### src/hw/rtl/halfduplex_link_timeout_fsm_core_assert.svh
// assertion macros for the half-duplex link sequencer
// expects clk and rst_n in the scope of each use
`ifndef HALFDUPLEX_LINK_TIMEOUT_FSM_CORE_ASSERT_SVH
`define HALFDUPLEX_LINK_TIMEOUT_FSM_CORE_ASSERT_SVH

// same-cycle implication
`define HDLT_ASSERT_NOW(lbl, ante, cons) \
  lbl: assert property (@(posedge clk) disable iff (!rst_n) (ante) |-> (cons)) \
    else $error("hdlt: same-cycle check failed");

// next-cycle implication
`define HDLT_ASSERT_NEXT(lbl, ante, cons) \
  lbl: assert property (@(posedge clk) disable iff (!rst_n) (ante) |=> (cons)) \
    else $error("hdlt: next-cycle check failed");

`endif

### src/hw/rtl/hdlt_pkg.sv
// shared types and constants for the half-duplex link sequencer
// no dependencies
package hdlt_pkg;

  localparam int CountWidth   = 16;
  localparam int TimeWidth    = 32;
  localparam int LimitWidth   = 32;
  localparam int StatusWidth  = 10;
  localparam int LenWidth     = 16;
  localparam int InDataWidth  = 144;
  localparam int OutDataWidth = 24;

  localparam logic [StatusWidth-1:0] TX_DONE_BITS = 10'h210;
  localparam logic [StatusWidth-1:0] RX_ERR_BITS  = 10'h0E4;

  typedef enum logic [1:0] {
    ACT_TICK  = 2'd0,
    ACT_READ  = 2'd1,
    ACT_WRITE = 2'd2,
    ACT_NOP   = 2'd3
  } action_t;

  typedef enum logic [1:0] {
    PH_IDLE       = 2'd0,
    PH_WRITE      = 2'd1,
    PH_WAIT_FIRST = 2'd2,
    PH_READ       = 2'd3
  } phase_t;

  typedef struct packed {
    action_t                action;
    logic [TimeWidth-1:0]   now_ms;
    logic [CountWidth-1:0]  dma_remaining;
    logic [StatusWidth-1:0] uart_status;
    logic [CountWidth-1:0]  buffer_len;
    logic [LimitWidth-1:0]  first_timeout;
    logic [LimitWidth-1:0]  gap_timeout;
  } item_t;

  typedef struct packed {
    phase_t                phase;
    logic [CountWidth-1:0] last_count;
    logic [TimeWidth-1:0]  window_start;
    logic [LimitWidth-1:0] first_limit;
    logic [LimitWidth-1:0] gap_limit;
    logic [CountWidth-1:0] capacity;
    logic [CountWidth-1:0] length;
    logic                  flag_rx;
    logic                  flag_tx;
    logic                  flag_en;
  } link_state_t;

  typedef struct packed {
    logic accepted;
    logic rx_error;
  } step_flags_t;

endpackage

### src/hw/rtl/hdlt_step.sv
// next-state and result logic for one item of the link sequencer
// depends on hdlt_pkg
module hdlt_step (
  input  logic                 connected,
  input  hdlt_pkg::item_t       item,
  input  hdlt_pkg::link_state_t st_cur,
  output hdlt_pkg::link_state_t st_nxt,
  output hdlt_pkg::step_flags_t flags
);
  import hdlt_pkg::*;

  logic [TimeWidth-1:0]  elapsed;
  logic [LimitWidth-1:0] limit;
  logic [CountWidth-1:0] rx_len;
  logic                  count_same;
  logic                  timed_out;
  logic                  rx_err_hit;
  logic                  tx_done_hit;

  assign elapsed     = item.now_ms - st_cur.window_start;
  assign limit       = (st_cur.phase == PH_WAIT_FIRST) ? st_cur.first_limit : st_cur.gap_limit;
  assign rx_len      = (st_cur.capacity >= st_cur.last_count) ?
                       (st_cur.capacity - st_cur.last_count) : '0;
  assign count_same  = (item.dma_remaining == st_cur.last_count);
  assign timed_out   = (elapsed >= limit);
  assign rx_err_hit  = |(item.uart_status & RX_ERR_BITS);
  assign tx_done_hit = ((item.uart_status & TX_DONE_BITS) == TX_DONE_BITS);

  always_comb begin
    st_nxt = st_cur;
    flags  = '0;
    case (item.action)
      ACT_READ: begin
        if (st_cur.phase == PH_IDLE) begin
          flags.accepted      = 1'b1;
          st_nxt.capacity     = item.buffer_len;
          st_nxt.first_limit  = item.first_timeout;
          st_nxt.gap_limit    = item.gap_timeout;
          st_nxt.last_count   = item.buffer_len;
          st_nxt.window_start = item.now_ms;
          st_nxt.length       = '0;
          st_nxt.flag_rx      = 1'b0;
          st_nxt.flag_en      = 1'b0;
          st_nxt.phase        = PH_WAIT_FIRST;
        end
      end
      ACT_WRITE: begin
        if (st_cur.phase == PH_IDLE) begin
          flags.accepted = 1'b1;
          st_nxt.flag_tx = 1'b0;
          st_nxt.flag_en = 1'b1;
          st_nxt.phase   = PH_WRITE;
        end
      end
      ACT_TICK: begin
        if (!connected) begin
          st_nxt.phase   = PH_IDLE;
          st_nxt.flag_en = 1'b0;
        end
        case (st_nxt.phase)
          PH_WRITE: begin
            if (tx_done_hit) begin
              st_nxt.flag_tx = 1'b1;
              st_nxt.flag_en = 1'b0;
              st_nxt.phase   = PH_IDLE;
            end
          end
          PH_WAIT_FIRST, PH_READ: begin
            if ((st_nxt.phase == PH_READ) && rx_err_hit) begin
              st_nxt.flag_en = 1'b0;
              st_nxt.phase   = PH_IDLE;
              flags.rx_error = 1'b1;
            end else if (count_same) begin
              if (timed_out) begin
                st_nxt.length  = rx_len;
                st_nxt.flag_rx = (rx_len != '0);
                st_nxt.phase   = PH_IDLE;
              end
            end else begin
              st_nxt.last_count   = item.dma_remaining;
              st_nxt.window_start = item.now_ms;
              st_nxt.phase        = PH_READ;
            end
          end
          default: ;
        endcase
      end
      default: ;
    endcase
  end

endmodule

### src/hw/rtl/halfduplex_link_timeout_fsm_core.sv
// top level of the half-duplex link sequencer: input register, state, result register
// depends on hdlt_pkg, hdlt_step and halfduplex_link_timeout_fsm_core_assert.svh
//
// Takes one transfer per clock while the input register can move forward and returns
// one result transfer per input transfer once the output side is ready; each item is
// held in the input register, then in the result register. The rate is one item per
// cycle, set by the single compare-and-update path from the input register through the
// state to the result register; both sides may stall freely and the input side keeps
// taking transfers while a result waits, as long as the input register can move forward.
module halfduplex_link_timeout_fsm_core (
  input  logic                                  clk,
  input  logic                                  rst_n,
  input  logic                                  cfg_wr_en,
  input  logic                                  cfg_wr_data,   // port_connected
  input  logic                                  in_tvalid,
  output logic                                  in_tready,
  // now_ms[31:0], dma_remaining[47:32], uart_status[57:48], buffer_len[73:58],
  // first_timeout[105:74], gap_timeout[137:106], zero pad[143:138]
  input  logic [hdlt_pkg::InDataWidth-1:0]      in_tdata,
  input  logic [1:0]                            in_tuser,      // action
  output logic                                  out_tvalid,
  input  logic                                  out_tready,
  // accepted[0], busy_res[1], phase[3:2], tx_done[4], rx_received[5],
  // rx_length[21:6], rx_error[22], driver_enable[23]
  output logic [hdlt_pkg::OutDataWidth-1:0]     out_tdata
);
  import hdlt_pkg::*;

  `include "halfduplex_link_timeout_fsm_core_assert.svh"

  logic                    connected_r;
  logic                    in_valid_r;
  item_t                   item_r;
  item_t                   item_nxt;
  link_state_t             st_r;
  link_state_t             st_nxt;
  step_flags_t             flags;
  logic                    out_valid_r;
  logic [OutDataWidth-1:0] out_data_r;
  logic [OutDataWidth-1:0] out_data_nxt;
  logic                    adv;
  logic                    write_taken;

  assign adv       = in_valid_r && (!out_valid_r || out_tready);
  assign in_tready = !in_valid_r || adv;

  assign item_nxt.action        = action_t'(in_tuser);
  assign item_nxt.now_ms        = in_tdata[31:0];
  assign item_nxt.dma_remaining = in_tdata[47:32];
  assign item_nxt.uart_status   = in_tdata[57:48];
  assign item_nxt.buffer_len    = in_tdata[73:58];
  assign item_nxt.first_timeout = in_tdata[105:74];
  assign item_nxt.gap_timeout   = in_tdata[137:106];

  hdlt_step u_step (
    .connected (connected_r),
    .item      (item_r),
    .st_cur    (st_r),
    .st_nxt    (st_nxt),
    .flags     (flags)
  );

  assign out_data_nxt = {st_nxt.flag_en,
                         flags.rx_error,
                         st_nxt.length[LenWidth-1:0],
                         st_nxt.flag_rx,
                         st_nxt.flag_tx,
                         st_nxt.phase,
                         (st_nxt.phase != PH_IDLE),
                         flags.accepted};

  always_ff @(posedge clk) begin
    if (!rst_n) begin
      connected_r <= 1'b0;
    end else if (cfg_wr_en) begin
      connected_r <= cfg_wr_data;
    end
  end

  always_ff @(posedge clk) begin
    if (!rst_n) begin
      in_valid_r <= 1'b0;
    end else if (in_tready) begin
      in_valid_r <= in_tvalid;
    end
  end

  always_ff @(posedge clk) begin
    if (in_tready && in_tvalid) begin
      item_r <= item_nxt;
    end
  end

  always_ff @(posedge clk) begin
    if (!rst_n) begin
      st_r <= '{phase: PH_IDLE, default: '0};
    end else if (adv) begin
      st_r <= st_nxt;
    end
  end

  always_ff @(posedge clk) begin
    if (!rst_n) begin
      out_valid_r <= 1'b0;
    end else if (adv) begin
      out_valid_r <= 1'b1;
    end else if (out_tready) begin
      out_valid_r <= 1'b0;
    end
  end

  always_ff @(posedge clk) begin
    if (adv) begin
      out_data_r <= out_data_nxt;
    end
  end

  assign out_tvalid = out_valid_r;
  assign out_tdata  = out_data_r;

  assign write_taken = adv && (item_r.action == ACT_WRITE) && (st_r.phase == PH_IDLE);

  // driver enable only while a write is in progress
  `HDLT_ASSERT_NOW(a_en_only_writing, st_r.phase != PH_WRITE, !st_r.flag_en)
  // a write start taken in idle moves to writing
  `HDLT_ASSERT_NEXT(a_write_start, write_taken, st_r.phase == PH_WRITE && st_r.flag_en)
  // an error abort always reports idle phase
  `HDLT_ASSERT_NOW(a_err_idle, out_valid_r && out_data_r[22], out_data_r[3:2] == PH_IDLE && !out_data_r[1])

endmodule
### config.mk
export PLATFORM = sky130hd
export DESIGN_NAME = halfduplex_link_timeout_fsm_core
export DESIGN_NICKNAME = d
export VERILOG_FILES = /design/src/hw/rtl/hdlt_pkg.sv /design/src/hw/rtl/hdlt_step.sv /design/src/hw/rtl/halfduplex_link_timeout_fsm_core.sv
export VERILOG_INCLUDE_DIRS = /design/src /design/src/hw/rtl
export SDC_FILE = /design/constraint.sdc
export NUM_CORES = 1
export LEC_CHECK = 0
export BUFFER_PORTS_ARGS = -buffer_cell sky130_fd_sc_hd__buf_2
export CAP_MARGIN = 25
export CORE_AREA = 4 4 177 179
export CTS_CLUSTER_SIZE = 20
export DETAILED_ROUTE_END_ITERATION = 6
export DIE_AREA = 0 0 181 183
export PLACE_DENSITY = 0.69
export SYNTH_ARGS = -nofsm -noshare
export SYNTH_HDL_FRONTEND = slang
export SYNTH_SLANG_ARGS = --single-unit
### constraint.sdc
create_clock -name clk -period 4.45 [get_ports clk]
set_input_delay 0.89 -clock clk [delete_from_list [all_inputs] [get_ports clk]]
set_output_delay 0.89 -clock clk [all_outputs]
set_load 0.01 [all_outputs]
# Yosys cells after proc, flatten, opt, wreduce, memory -nomap -nowiden
# Cells that the tools add are included.
# Widths: inputs -> output; s select.
# word_totals
ff_bits	316
wordCells	92
# classes
n_eq_ne	12
magnitude_cmp	2
reduce_logical	19
n_mux	34
n_addsub	2
# op_table
cell	n
$mux 147	1
$mux 48	3
$pmux 48 s2	1
$mux 17	4
$pmux 17 s2	1
$ge 32x32->1	1
$mux 32	1
$sub 32x32->32	1
$mux 2	9
$eq 16x16->1	1
$ge 16x16->1	1
$mux 16	1
$reduce_bool 16->1	1
$sub 16x16->16	1
$eq 2x2->1 const B	5
$mux 1	8
$ne 2x2->1 const B	4
$pmux 2 s3	1
$reduce_and 6->1	1
$reduce_bool 2->1	3
$eq 2x1->1 const B	2
$logic_not 2->1	2
$pmux 1 s2	2
$pmux 2 s2	1
other kinds (8)	13

# Longest topological paths before layout
# depth
depth_word	9
ltp_mapped	25

# By module
# Synthesis repeated with hierarchy kept, for this count alone.
# unflattened
cells_unflattened	1624
area_unflattened_um2	16970.0
# modules_own_cells
module	cells_each	instances	seq_area_each_um2	area_per_inst_um2
halfduplex_link_timeout_fsm_core	823	1	7967.6	10983.0
hdlt_step	801	1	0.0	5987.0

# Worst setup path after synthesis
# OpenSTA, ideal clock, no wires.
# synth_path
kind	register to register
startpoint	register item_r[106] (netlist bit)
endpoint	register st_r[12] (netlist bit)
path_buffers	2
path_stages_with_launch	25
arrival_time_ps	4829
slack_ps	-438
path_cell_list	edfxtp_1 > inv_1 > ha_1 > inv_1 > fa_1 > a21oi_1 > o21ai_0 > a32o_1 > o31a_1 > nand3_1 > a21oi_1 > o21a_1 > o41ai_1 > xnor2_1 > ha_1 > nor2b_1 > o21ai_0 > nand2_1 > o31a_1 > a41oi_1 > a2bb2oi_2 > o21a_1 > clkbuf_1 > buf_2 > a22o_1
# synth_via
elab_chain_len	7
# synth_rtl
item	line_no	text
start: declaration	halfduplex_link_timeout_fsm_core.sv:33	item_t item_r;
start signal: assignment	halfduplex_link_timeout_fsm_core.sv:90	item_r <= item_nxt;
$sub 32x32->32	hdlt_step.sv:20	assign elapsed = item.now_ms - st_cur.window_start;
$ge 32x32->1	hdlt_step.sv:25	assign timed_out = (elapsed >= limit);
$mux 17	hdlt_step.sv:74	if (timed_out) begin
$mux 17	hdlt_step.sv:73	end else if (count_same) begin
$mux 17	hdlt_step.sv:69	if ((st_nxt.phase == PH_READ) && rx_err_hit) begin
$mux 17	hdlt_step.sv:60	case (st_nxt.phase)
$pmux 17 s2	hdlt_step.sv:32	case (item.action)
end signal: assignment	halfduplex_link_timeout_fsm_core.sv:98	st_r <= st_nxt;
end: declaration	halfduplex_link_timeout_fsm_core.sv:35	link_state_t st_r;
# Every way passes these cells.
# A chain may end at the register's enable or synchronous reset.

# Final worst setup path
# layout_path
startpoint	register item_r[106] (netlist bit)
endpoint	register out_data_r[8], in the netlist out_tdata[8], data pin
# layout_via
elab_chain_len	7
# layout_rtl
item	line_no	text
$sub 32x32->32	hdlt_step.sv:20	
$ge 32x32->1	hdlt_step.sv:25	
$mux 17	hdlt_step.sv:74	
$mux 17	hdlt_step.sv:73	
$mux 17	hdlt_step.sv:69	
$mux 17	hdlt_step.sv:60	
$pmux 17 s2	hdlt_step.sv:32	
named net out_data_nxt[8]	halfduplex_link_timeout_fsm_core.sv:40	logic [OutDataWidth-1:0] out_data_nxt;
end signal: assignment	halfduplex_link_timeout_fsm_core.sv:114	out_data_r <= out_data_nxt;
end: declaration	halfduplex_link_timeout_fsm_core.sv:39	logic [OutDataWidth-1:0] out_data_r;
# The timed path passes the listed nets, and every way through them passes these cells.

==> metrics.md <==
| Metric | Value |
|---|---|
| Status | complete, but fails checks |
| Failing checks | setup timing |
| Fin. max-slew vios | 0 |
| Num rows | 63 |
| Synth area leader | edfxtp_1 |
| RSZ-0062 raised after global routing | yes |
| Worst path required time | 4.70 ns |
| R2r setup slk | -0.30 ns |
| Number of CTS-inserted buffers | 34 |
| Reg-to-Reg Start | item_r[106] |
| Largest net degree at the start of global routing | 105 |
| Final wirelength | 34.3 mm |
| Worst skew pair latency | 0.52 ns |
| Drt wl/cell | 16.6 um |
| Post-synth EDFFs | 160 |
| Crit path cell chain | inv_1, ha_2, inv_2, fa_2, a21oi_4, o21ai_2, a32o_2, o31a_1, nand3_2, a21oi_2, o21a_1, o41ai_2, xnor2_1, ha_1, nor2b_1, o21ai_1, nand2_1, o31a_1, a41oi_4, buf_6, nor3_4, buf_6, a22o_1 |
| Root buf cell | clkbuf_16 |
| Setup violators final | 36 |
| GRT Util Overall | 0.205 |
| Final Hold Viols | 0 |
| Initial core utilization | 0.498 |
| Crit path max fanout | 8 |
| Top-Level Pins | 178 |
| Max Root-Sink Buffers | 3 |
| Placed Instance Area | 0.0164 mm^2 |
| Layout cells sized above 1 | 0.210 |
| Leak Pwr | 6.88 nW |
| PD cells | 381 mW/mm^2 |
| H-Tree Depth | 2 |
| Crit start category | flop |
| Drt drc | 0 |
| Slowest CP cell | edfxtp_1 |
| Max Clk Rate | 211 MHz |
| Setup TNS | -9.11 ns |
| Setup crit end kind | flop |
| Port Buffers | 167 |
| Global route overflow | 0 |
| Via count of the first global-routing pass | 11000 |
| Hold buffer count at CTS | 0 |
| Dpl hpwl | 23.9 mm |
| Vias post-DR | 11000 |
| Post-place setup slack | -0.408 ns |
| Reg clk slew, reported paths | 0.06 ns |
| #FFs+latches synth | 312 |
| Slowest stage delay, CP | 0.38 ns |
| Worst Max-Slew Pin Slew | 1.03 ns |
| HP Class | reg -> reg |
| Main synth FF type | edfxtp_1 |
| Hold_sp | st_r[60] |
| CTS tree | yes |
| YS warnings | 0 |
| Clock Sinks | 312 |
| Crit path launch | item_r[106] |
| Final instance area | 0.0179 mm^2 |
| Final WS setup | -0.300 ns |
| Seq/Total Area, Yosys | 0.533 |
| Share of the synthesized area in the top cell type | 0.326 |
| Avg Inst Size Synth | 10.3 um^2 |
| Top post-synthesis cells by count | 283 x nand2_1, 160 x edfxtp_1, 152 x dfxtp_1 |
| # diodes | 0 |
| Area Overhead vs Synth | 21.7% |
| Die width | 181 um |
| Synth async-reset ratio | 0 |
| Netlist cell types | 64 |
| Largest cells by area after synthesis | edfxtp_1 33%, dfxtp_1 21%, nand2_1 7.2% |
| Placeable Area | 0.0296 mm^2 |
| Synth Net Count | 1662 |
| Relative slew slack | 0.314 |
| Die H | 183 um |
| Initial antenna violation count | 0 |
| Initial DRC Count | 661 |
| Avg Vias per Cell | 5.35 |
| Peak supply drop | 0.000346 V |
| Total power | 6.82 mW |
| WP data arrival | 5.00 ns |
| Clk_skew | 0.0189 ns |
| Global-route wire length before repair | 55.9 mm |
| Setup CP Type | reg -> reg |
| Gate Count Post-Synth | 1425 |
| Final period util | 1.07 |
| Die Area | 0.0331 mm^2 |
| Min Clock Period, post-route | 4.75 ns |
| Synth Cell Area | 0.0147 mm^2 |
| Fillers | 2497 |
| Leading cell type by number of instances after synthesis | nand2_1 |
| Routed Antenna Nets | 0 |
| Layout Nets | 1881 |
| Max Cap Violations | 0 |
| GP Congestion | 0.904 |
| Pre-antenna DRT Iters | 5 |
-- final timing paths --
| check | endpoint | cells past startpoint |
|---|---|---|
| worst min-delay path | st_r[60] | 2 |
| worst min register to register | st_r[60] | 2 |
| worst max register to register | out_tdata[8] | 23 |
| worst max-delay path | out_tdata[8] | 23 |
-- state kept, by name, indices dropped and copies added (netlist names) --
signal / cells
out_tvalid: 1
st_r: 149
in_valid_r: 1
out_tdata: 24
item_r: 136
connected_r: 1
-- kinds of logic (layout without fill, tap and decap cells) --
kind of cell,count (synthesis),in the layout,synth area share
AND/OR/NAND/NOR,453,454,0.134
AO/OA/AOI/OAI,356,356,0.171
flip-flops,312,312,0.533
buffers and inverters,131,374,0.0337
adder cells (fa/ha/maj),85,85,0.0733
XOR/XNOR,54,54,0.0321
multiplexers,34,34,0.0232
-- metrics by stage --
| stage | util | hold WS [ns] | instances |
|---|---|---|---|
| floorplan | - | 0.432 | 1425 |
| global placement | 0.555 | 0.444 | 1977 |
| detailed placement | 0.556 | 0.448 | 1978 |
| CTS | 0.602 | 0.463 | 2053 |
| global route | 0.606 | 0.481 | 2059 |
| finish | 0.606 | 0.460 | 2059 |
-- placed cells by master (no fill, tap or decap), types with 57 or more instances in the layout --
| cell type | count |
|---|---|
| nand2_1 | 282 |
| buf_2 | 167 |
| buf_4 | 66 |
| edfxtp_1 | 160 |
| a21oi_1 | 57 |
| a21boi_0 | 113 |
| dfxtp_1 | 152 |
| ha_1 | 82 |
| inv_1 | 62 |
-- worst max-delay path: cells and delay by family (launching register included) --
family	cells	cell delay, ns
xor+xnor	1	0.13
simple gates	4	0.37
buf+inv	4	0.45
compound gates	11	2.29
flops	1	0.38
fa+ha+maj	3	0.85
-- repair_timing --
action / in CTS / in global routing
endpoints found under the setup margin: 39 / 39
pin swaps: 15 / 14
buffers inserted: 11 / 5
gates cloned: 4 / 0
resized for setup: 34 / 15
-- power by group --
part / switching (mW) / internal (mW)
clock: 1.10 / 1.62
sequential: 0.0583 / 3.14
combinational: 0.503 / 0.400
total: 1.66 / 5.16
-- layer usage --
layer,global-route usage,part of all wire,up-vias
met5,0,0,-
met4,0.0516,0.021,0
met3,0.0337,0.048,61
met2,0.340,0.46,260
met1,0.283,0.47,5193
li1,-,-,5510
-- layout make-up --
type	instances	area, um^2	share of cell area
inverter	64	240	0.0134
multi-input combinational	983	6640	0.370
clock inverter	14	141	0.00789
clock buffer	47	951	0.0531
sequential	312	7850	0.438
tap	390	488	0.0272
timing repair buffer	249	1620	0.0901
(Power assumes the default switching activity.)
